[config.mk]
export PLATFORM = sky130hd
export DESIGN_NAME = backcross_recombination_lod
export DESIGN_NICKNAME = d
export VERILOG_FILES = /design/src/rtl/core/brl_pkg.sv /design/src/rtl/core/brl_calc.sv /design/src/rtl/core/backcross_recombination_lod.sv
export SDC_FILE = /design/constraint.sdc
export NUM_CORES = 2
export LEC_CHECK = 0
export BUFFER_PORTS_ARGS = -buffer_cell sky130_fd_sc_hd__clkbuf_2
export CAP_MARGIN = 20
export CORE_AREA = 4 4 427 429
export DETAILED_ROUTE_END_ITERATION = 8
export DIE_AREA = 0 0 431 433
export GPL_TIMING_DRIVEN = 0
export MAX_ROUTING_LAYER = met4
export PLACE_DENSITY = 0.61
export SETUP_SLACK_MARGIN = 0.1
export SYNTH_ARGS = -nofsm -noshare
export SYNTH_HDL_FRONTEND = slang
export SYNTH_HIERARCHICAL = 1
export SYNTH_SLANG_ARGS = --single-unit
[constraint.sdc]
create_clock -name clk -period 12.1 [get_ports clk]
set_input_delay 1.815 -clock clk [delete_from_list [all_inputs] [get_ports clk]]
set_output_delay 1.815 -clock clk [all_outputs]
set_load 0.02 [all_outputs]
[src/rtl/core/brl_pkg.sv]
// ----------------------------------------------------------------------------
// brl_pkg
// Shared types and constants of the backcross recombination block.
// ----------------------------------------------------------------------------
package brl_pkg;

  localparam int unsigned IN_TDATA_W  = 8;
  localparam int unsigned OUT_TDATA_W = 40;

  localparam logic [1:0] GENO_MISSING = 2'd0;
  localparam logic [1:0] GENO_ONE     = 2'd1;
  localparam logic [1:0] GENO_TWO     = 2'd2;
  localparam logic [1:0] GENO_BAD     = 2'd3;

  localparam logic [22:0] LOG10_2_Q24 = 23'd5050445;
  localparam logic [25:0] LOD_POS_MAX = 26'd1048575;
  localparam logic [25:0] LOD_NEG_MAG = 26'd1048576;

  typedef struct packed {
    logic [16:0]        rec_fraction;
    logic signed [20:0] lod_score;
    logic               no_data;
  } res_t;

endpackage

[src/rtl/core/brl_calc.sv]
// ----------------------------------------------------------------------------
// brl_calc
// Sequenced end-of-pair arithmetic: restoring divider for k/n and a shared
// multiplier for the squaring log2, the x*log2(x) terms and the LOD scaling.
// ----------------------------------------------------------------------------
module brl_calc #(
  parameter int unsigned CW = 13
) (
  input  logic           clk,
  input  logic           rst_n,
  input  logic           start,
  input  logic [CW-1:0]  n_in,
  input  logic [CW-1:0]  k_in,
  input  logic           res_ready,
  output logic           busy,
  output logic           res_valid,
  output brl_pkg::res_t  res
);

  localparam int unsigned DW  = CW + 17;
  localparam int unsigned DCW = $clog2(DW);
  localparam int unsigned AW  = 57;

  typedef enum logic [12:0] {
    S_IDLE = 13'b0000000000001,
    S_DIV  = 13'b0000000000010,
    S_NORM = 13'b0000000000100,
    S_SQ   = 13'b0000000001000,
    S_UPD  = 13'b0000000010000,
    S_MULF = 13'b0000000100000,
    S_ACCF = 13'b0000001000000,
    S_MULM = 13'b0000010000000,
    S_ACCM = 13'b0000100000000,
    S_FIN  = 13'b0001000000000,
    S_RND  = 13'b0010000000000,
    S_FMUL = 13'b0100000000000,
    S_FADD = 13'b1000000000000
  } state_t;

  state_t               state_r, state_nxt;
  logic                 emit_r, emit_nxt;
  logic [CW-1:0]        n_r, n_nxt, k_r, k_nxt, x_r, x_nxt;
  logic [CW-1:0]        rem_r, rem_nxt;
  logic [DW-1:0]        dvd_r, dvd_nxt;
  logic [DCW-1:0]       dcnt_r, dcnt_nxt;
  logic [4:0]           m_r, m_nxt, icnt_r, icnt_nxt;
  logic [31:0]          y_r, y_nxt, frac_r, frac_nxt;
  logic [1:0]           term_r, term_nxt;
  logic signed [AW-1:0] acc_r, acc_nxt;
  logic [63:0]          prod_r, prod_nxt;
  logic [33:0]          m16_r, m16_nxt;
  logic                 neg_r, neg_nxt;
  brl_pkg::res_t        res_r, res_nxt;

  logic [31:0]    mul_a, mul_b;
  logic [CW:0]    div_r2;
  logic [4:0]     msb;
  logic [32:0]    sq_t;
  logic [AW-1:0]  term_val;
  logic [AW-1:0]  mag;
  logic [AW:0]    mag_rnd;
  logic [57:0]    lod_p;
  logic [25:0]    lod_q;
  logic [20:0]    lod_qn;

  always_comb begin
    msb = '0;
    for (int i = 0; i < CW; i++) begin
      if (x_r[i]) begin
        msb = 5'(i);
      end
    end
  end

  always_comb begin
    case (state_r)
      S_SQ: begin
        mul_a = y_r;
        mul_b = y_r;
      end
      S_MULF: begin
        mul_a = 32'(x_r);
        mul_b = frac_r;
      end
      S_MULM: begin
        mul_a = 32'(x_r);
        mul_b = 32'(m_r);
      end
      S_FMUL: begin
        mul_a = m16_r[31:0];
        mul_b = 32'(brl_pkg::LOG10_2_Q24);
      end
      default: begin
        mul_a = '0;
        mul_b = '0;
      end
    endcase
  end

  assign div_r2   = {rem_r, dvd_r[DW-1]};
  assign sq_t     = prod_r[63:31];
  assign term_val = (state_r == S_ACCM) ? AW'({prod_r, 32'd0}) : AW'(prod_r);
  assign mag      = acc_r[AW-1] ? AW'(-acc_r) : AW'(acc_r);
  assign mag_rnd  = {1'b0, mag} + (AW+1)'(32768);
  assign lod_p    = 58'(prod_r) + {24'(m16_r[33:32] * brl_pkg::LOG10_2_Q24), 32'd0}
                    + 58'(64'h8000_0000);
  assign lod_q    = lod_p[57:32];
  assign lod_qn   = (lod_q > brl_pkg::LOD_NEG_MAG) ? brl_pkg::LOD_NEG_MAG[20:0] : lod_q[20:0];

  always_comb begin
    state_nxt = state_r;
    emit_nxt  = emit_r;
    n_nxt     = n_r;
    k_nxt     = k_r;
    x_nxt     = x_r;
    rem_nxt   = rem_r;
    dvd_nxt   = dvd_r;
    dcnt_nxt  = dcnt_r;
    m_nxt     = m_r;
    icnt_nxt  = icnt_r;
    y_nxt     = y_r;
    frac_nxt  = frac_r;
    term_nxt  = term_r;
    acc_nxt   = acc_r;
    prod_nxt  = prod_r;
    m16_nxt   = m16_r;
    neg_nxt   = neg_r;
    res_nxt   = res_r;
    case (state_r)
      S_IDLE: begin
        if (emit_r) begin
          if (res_ready) begin
            emit_nxt = 1'b0;
          end
        end else if (start) begin
          n_nxt = n_in;
          k_nxt = k_in;
          if (n_in == '0) begin
            res_nxt.rec_fraction = '0;
            res_nxt.lod_score    = '0;
            res_nxt.no_data      = 1'b1;
            emit_nxt             = 1'b1;
          end else begin
            res_nxt.no_data = 1'b0;
            dvd_nxt         = DW'({k_in, 16'd0}) + DW'(n_in >> 1);
            rem_nxt         = '0;
            dcnt_nxt        = DCW'(DW - 1);
            acc_nxt         = '0;
            term_nxt        = '0;
            x_nxt           = n_in - k_in;
            state_nxt       = S_DIV;
          end
        end
      end
      S_DIV: begin
        if (div_r2 >= {1'b0, n_r}) begin
          rem_nxt = CW'(div_r2 - {1'b0, n_r});
          dvd_nxt = {dvd_r[DW-2:0], 1'b1};
        end else begin
          rem_nxt = div_r2[CW-1:0];
          dvd_nxt = {dvd_r[DW-2:0], 1'b0};
        end
        dcnt_nxt = dcnt_r - 1'b1;
        if (dcnt_r == '0) begin
          state_nxt = S_NORM;
        end
      end
      S_NORM: begin
        res_nxt.rec_fraction = dvd_r[16:0];
        m_nxt     = msb;
        y_nxt     = 32'(x_r) << (5'd31 - msb);
        frac_nxt  = '0;
        icnt_nxt  = '0;
        state_nxt = S_SQ;
      end
      S_SQ: begin
        prod_nxt  = mul_a * mul_b;
        state_nxt = S_UPD;
      end
      S_UPD: begin
        frac_nxt  = {frac_r[30:0], sq_t[32]};
        y_nxt     = sq_t[32] ? sq_t[32:1] : sq_t[31:0];
        icnt_nxt  = icnt_r + 1'b1;
        state_nxt = (icnt_r == 5'd31) ? S_MULF : S_SQ;
      end
      S_MULF: begin
        prod_nxt  = mul_a * mul_b;
        state_nxt = S_ACCF;
      end
      S_ACCF: begin
        acc_nxt   = (term_r == 2'd2) ? acc_r - $signed(term_val) : acc_r + $signed(term_val);
        state_nxt = S_MULM;
      end
      S_MULM: begin
        prod_nxt  = mul_a * mul_b;
        state_nxt = S_ACCM;
      end
      S_ACCM: begin
        acc_nxt = (term_r == 2'd2) ? acc_r - $signed(term_val) : acc_r + $signed(term_val);
        if (term_r == 2'd2) begin
          state_nxt = S_FIN;
        end else begin
          term_nxt  = term_r + 1'b1;
          x_nxt     = (term_r == 2'd0) ? k_r : n_r;
          state_nxt = S_NORM;
        end
      end
      S_FIN: begin
        acc_nxt   = acc_r + $signed(AW'({n_r, 32'd0}));
        state_nxt = S_RND;
      end
      S_RND: begin
        neg_nxt   = acc_r[AW-1];
        m16_nxt   = mag_rnd[49:16];
        state_nxt = S_FMUL;
      end
      S_FMUL: begin
        prod_nxt  = mul_a * mul_b;
        state_nxt = S_FADD;
      end
      S_FADD: begin
        if (neg_r) begin
          res_nxt.lod_score = $signed(21'(~lod_qn + 21'd1));
        end else if (lod_q > brl_pkg::LOD_POS_MAX) begin
          res_nxt.lod_score = $signed(brl_pkg::LOD_POS_MAX[20:0]);
        end else begin
          res_nxt.lod_score = $signed(lod_q[20:0]);
        end
        emit_nxt  = 1'b1;
        state_nxt = S_IDLE;
      end
      default: begin
        state_nxt = S_IDLE;
      end
    endcase
  end

  always_ff @(posedge clk) begin
    if (!rst_n) begin
      state_r <= S_IDLE;
      emit_r  <= 1'b0;
    end else begin
      state_r <= state_nxt;
      emit_r  <= emit_nxt;
    end
    n_r    <= n_nxt;
    k_r    <= k_nxt;
    x_r    <= x_nxt;
    rem_r  <= rem_nxt;
    dvd_r  <= dvd_nxt;
    dcnt_r <= dcnt_nxt;
    m_r    <= m_nxt;
    icnt_r <= icnt_nxt;
    y_r    <= y_nxt;
    frac_r <= frac_nxt;
    term_r <= term_nxt;
    acc_r  <= acc_nxt;
    prod_r <= prod_nxt;
    m16_r  <= m16_nxt;
    neg_r  <= neg_nxt;
    res_r  <= res_nxt;
  end

  assign busy      = (state_r != S_IDLE) || emit_r;
  assign res_valid = emit_r;
  assign res       = res_r;

endmodule

[src/rtl/core/backcross_recombination_lod.sv]
// A non-last item is added to the registered counters; one item per cycle while
// in_tready is high. A last item starts the end-of-pair unit: a radix-2 divider,
// three squaring log2 runs on one shared multiplier and the LOD scaling steps
// (fin, round, multiply, add), whose result then goes to the output register.
// Input is not taken while that unit runs. Reset (rst_n low, synchronous)
// clears the counters, the sequencer and the output valid.
// ----------------------------------------------------------------------------
// backcross_recombination_lod
// Counts recombinant and missing genotype pairs and reports r and LOD per pair.
// ----------------------------------------------------------------------------
module backcross_recombination_lod #(
  parameter int unsigned MAX_INDIVIDUALS = 4096
) (
  input  logic                                clk,
  input  logic                                rst_n,
  input  logic                                in_tvalid,
  output logic                                in_tready,
  input  logic [brl_pkg::IN_TDATA_W-1:0]      in_tdata,  // geno_a[1:0], geno_b[3:2]
  input  logic                                in_tlast,
  output logic                                out_tvalid,
  input  logic                                out_tready,
  output logic [brl_pkg::OUT_TDATA_W-1:0]     out_tdata, // rec_fraction[16:0], lod_score[37:17]
  output logic                                out_tuser  // no_data
);

  localparam int unsigned CW = $clog2(MAX_INDIVIDUALS + 1);

  logic [CW-1:0] total_r, total_nxt, rec_r, rec_nxt, miss_r, miss_nxt;
  logic [1:0]    geno_a, geno_b;
  logic          acc_in, is_rec, is_miss, res_ready, calc_busy, calc_valid;
  logic          out_valid_r, out_valid_nxt;
  brl_pkg::res_t calc_res, out_r, out_nxt;

  assign geno_a  = in_tdata[1:0];
  assign geno_b  = in_tdata[3:2];
  assign acc_in  = in_tvalid && in_tready;
  assign is_rec  = (geno_a == brl_pkg::GENO_ONE && geno_b == brl_pkg::GENO_TWO) ||
                   (geno_a == brl_pkg::GENO_TWO && geno_b == brl_pkg::GENO_ONE);
  assign is_miss = (geno_a == brl_pkg::GENO_MISSING) || (geno_b == brl_pkg::GENO_MISSING) ||
                   (geno_a == brl_pkg::GENO_BAD) || (geno_b == brl_pkg::GENO_BAD);

  always_comb begin
    total_nxt = total_r;
    rec_nxt   = rec_r;
    miss_nxt  = miss_r;
    if (acc_in && (total_r < CW'(MAX_INDIVIDUALS))) begin
      total_nxt = total_r + 1'b1;
      if (is_rec) begin
        rec_nxt = rec_r + 1'b1;
      end else if (is_miss) begin
        miss_nxt = miss_r + 1'b1;
      end
    end
  end

  assign in_tready = !calc_busy;
  assign res_ready = !out_valid_r || out_tready;

  brl_calc #(
    .CW (CW)
  ) u_calc (
    .clk       (clk),
    .rst_n     (rst_n),
    .start     (acc_in && in_tlast),
    .n_in      (total_nxt - miss_nxt),
    .k_in      (rec_nxt),
    .res_ready (res_ready),
    .busy      (calc_busy),
    .res_valid (calc_valid),
    .res       (calc_res)
  );

  always_comb begin
    out_valid_nxt = out_valid_r;
    out_nxt       = out_r;
    if (out_tready) begin
      out_valid_nxt = 1'b0;
    end
    if (calc_valid && res_ready) begin
      out_valid_nxt = 1'b1;
      out_nxt       = calc_res;
    end
  end

  always_ff @(posedge clk) begin
    if (!rst_n) begin
      total_r     <= '0;
      rec_r       <= '0;
      miss_r      <= '0;
      out_valid_r <= 1'b0;
    end else begin
      if (acc_in && in_tlast) begin
        total_r <= '0;
        rec_r   <= '0;
        miss_r  <= '0;
      end else begin
        total_r <= total_nxt;
        rec_r   <= rec_nxt;
        miss_r  <= miss_nxt;
      end
      out_valid_r <= out_valid_nxt;
    end
    out_r <= out_nxt;
  end

  assign out_tvalid = out_valid_r;
  assign out_tdata  = {2'b00, out_r.lod_score, out_r.rec_fraction};
  assign out_tuser  = out_r.no_data;

endmodule

==> flow_metrics.env <==
export IMPL_yosysWarnings=6
export IMPL_root_buffer="clkbuf_16"
export IMPL_clock_skew_ps=65.9
export IMPL_period_needed_ps=11660
export IMPL_cts_hold_buffers_added=0
export IMPL_reg2reg_depth=34
export IMPL_grt_pass1_vias=52081
export IMPL_place_port_buffers=49
export IMPL_pwr_share_seq=0.284
export IMPL_synth_xor_area_frac=0.0438
export IMPL_drive_above_1_share=0.0578
export IMPL_ios=56
export IMPL_hold_viol=0
export IMPL_async_reset_ff_frac=0
export IMPL_path_clk_slew_ps=60
export IMPL_remaining_drc_errors=0
export IMPL_critPathMaxFanout=10
export IMPL_p_int_mw=4.94
export IMPL_cp_start_kind="flop"
export IMPL_crit_required_ps=12470
export IMPL_cp_end_kind="flop"
export IMPL_ys_top_cells_by_count="inv_1 (1081), fa_1 (902), nand2_1 (849)"
export IMPL_clock_sinks=450
export IMPL_area_growth_pct=10.1
export IMPL_worstReg2RegEnd="u_calc/prod_r[61]"
export IMPL_place_detailed_instances=9298
export IMPL_avgViaCountPerCell=5.46
export IMPL_rrSetupSlack_ps=440
export IMPL_nFillCells=17859
export IMPL_nNetsFinal=8313
export IMPL_synth_seq_cells=450
export IMPL_switching_power_mw=3.74
export IMPL_routed_wl_um=231000
export IMPL_routedWlPerCell_um=24.6
export IMPL_synth_mux_area_fraction=0.0171
export IMPL_finalCritPeriodShare=0.963
export IMPL_status="finished clean"
export IMPL_final_util=0.384
export IMPL_die_h_um=433
export IMPL_clkPwrFrac=0.215
export IMPL_hold_ws_ps=416
export IMPL_gp_congestion=1.03
export IMPL_gr_total_overflow=0
export IMPL_synthSimpleGateAreaFrac=0.166
export IMPL_setup_viol_count_final=0
export IMPL_cts_tree="done"
export IMPL_pre_cts_slack_ps=-905
export IMPL_relSlewSlack=0.0714
export IMPL_ant_nets=0
export IMPL_final_cells=9405
export IMPL_timing_rr_start="u_calc/state_r[8]"
export IMPL_avgSynthCellArea_sq_um=9.08
export IMPL_firstDrtPassIters=9
export IMPL_final_max_slew_viol_count=0
export IMPL_leakage_nw=30.7
export IMPL_syn_inst=6842
export IMPL_syn_area_sq_um=62100
export IMPL_antenna_found_initial=5
export IMPL_fin_area_sq_um=68400
export IMPL_cts_buffers=54
export IMPL_crit_path_top_delay_cell="a22oi_2"
export IMPL_combinationalPowerShare=0.501
export IMPL_whs_path_depth=0
export IMPL_drt_iter0_drc=5108
export IMPL_die_area_sq_um=187000
export IMPL_hold_path_class="flop to flop"
export IMPL_synth_edf_count=396
export IMPL_yosysMostFrequentCell="inv_1"
export IMPL_multi_input_area_sq_um=44000
export IMPL_die_x_um=431
export IMPL_synth_compound_area_frac=0.107
export IMPL_initial_utilization=0.349
export IMPL_core_area_sq_um=178000
export IMPL_placed_cell_area_sq_um=66100
export IMPL_synth_flop_cell="edfxtp_1"
export IMPL_layout_setup_ws_ps=445
export IMPL_hold_path_startpoint="u_calc/res[22]"
export IMPL_grt_pass1_wl_um=343000
export IMPL_register_area_sq_um=13000
export IMPL_synth_top_area_cell="fa_1"
export IMPL_sw_frac_of_total=0.431
export IMPL_fin_setup_tns_ps=0
export IMPL_cp_common_cell="fa_1"
export IMPL_via_count=51383
export IMPL_fmax_ghz=0.0858
export IMPL_synthAdderAreaFrac=0.371
export IMPL_ctsLongestPathBuffers=3
export IMPL_synth_top_cell_area_share=0.291
export IMPL_synth_top_family_by_area="adder cells"
export IMPL_slowest_delay_ps=700
export IMPL_cap_violations=0
export IMPL_htreeDepth=2
export IMPL_ys_types=112
export IMPL_rsz0062_at_grt="yes"
export IMPL_p_total_mw=8.68
export IMPL_synth_area_leaders="fa_1 (29%), edfxtp_1 (19%), ha_1 (8.0%), inv_1 (6.5%), nand2_1 (5.1%)"
export IMPL_grt_max_degree=67
export IMPL_crit_type="flop to flop"
export IMPL_clock_latency_ps=670
export IMPL_rows=155
export IMPL_crit_arrival_ps=12020
export IMPL_holdPathEnd="out_tdata[0]"
export IMPL_hpwl_um=190000
export IMPL_ys_seq_area_frac=0.209
export IMPL_ir_worst_vdd_mv=0.143
export IMPL_power_density_nw_per_um2=127
export IMPL_worst_pin_slew_ps=1390
export IMPL_gr_usage_all_layers=0.253
[cell type report]
type | count | share of cell area
inverter | 1082 | 0.0594
tap | 2355 | 0.0431
clock buffer | 59 | 0.0202
buffer | 330 | 0.0203
timing repair buffer | 105 | 0.0139
multi-input combinational | 4976 | 0.643
sequential | 450 | 0.190
clock inverter | 43 | 0.0101
antenna | 5 | 0.000183
[worst max-delay path by stage]
stage / from / endpoint / slack (ps) / depth (start not counted)
2_1_floorplan: u_calc/state_r[8] / u_calc/prod_r[62] / 2400 / 34
3_5_place_dp: u_calc/state_r[8] / u_calc/prod_r[60] / -900 / 33
5_1_grt: u_calc/state_r[8] / u_calc/prod_r[60] / 80 / 36
6_report: u_calc/state_r[8] / u_calc/prod_r[61] / 440 / 34
3_3_place_gp: u_calc/state_r[8] / u_calc/prod_r[59] / -1840 / 34
4_1_cts: u_calc/state_r[8] / u_calc/prod_r[61] / 110 / 37
[registers in the layout (all words and copies together) (netlist names), 30 cells and up]
signal         count
u_calc/acc_r      57
u_calc/frac_r     32
u_calc/res        39
u_calc/dvd_r      30
u_calc/prod_r     64
out_tdata         38
u_calc/m16_r      34
u_calc/y_r        32
[logic make-up after synthesis]
logic type      Yosys count
fa+ha+maj              1301
xor+xnor                310
buf+inv                1417
simple gates           2273
flops                   450
mux                     100
other cells               1
compound gates          990
[cells in the final DEF, fill, tap and decap left out, drive strengths merged, types with 140 or more instances in the layout]
cell and count:
edfxtp 396, o21ai 177, xnor2 170, inv 1085, xor2 140, nor2 773
nand2 849, a21oi 241, fa 902, clkbuf 401, ha 399
[power by group through the flow]
| stage | registers (mW) | clock network [mW] | logic, mW |
|---|---|---|---|
| final | 2.46 | 1.87 | 4.35 |
| after global routing | 2.48 | 1.97 | 4.80 |
| after CTS | 2.45 | 1.90 | 4.30 |
| after detailed placement | 2.48 | 0 | 4.27 |
| after global placement | 2.51 | 0 | 4.15 |
| after floorplan | 2.33 | 0 | 3.18 |
[critical path, delay by kind of cell, from the launching register on]
kind | cells | cell delay (ps)
buffers and inverters | 9 | 2300
xor gates and xnor gates | 1 | 170
adders and majority gates | 9 | 4430
AOI/OAI and AO/OA | 7 | 2700
and+or+nand+nor | 8 | 1450
DFF | 1 | 310
[metal layers]
layer / wire length (um) / GRT usage / vias up
met5: 0 / - / -
met4: 13700 / 0.115 / 0
met3: 21200 / 0.0408 / 564
met2: 101000 / 0.380 / 2564
met1: 95200 / 0.335 / 25658
li1: - / - / 22597
[repair_timing]
action | in CTS | in global routing
buffers inserted | 0 | 4
setup endpoints to repair | 30 | 20
gates resized for setup | 46 | 127
pin swaps | 0 | 3
(Power assumes the default switching activity.)
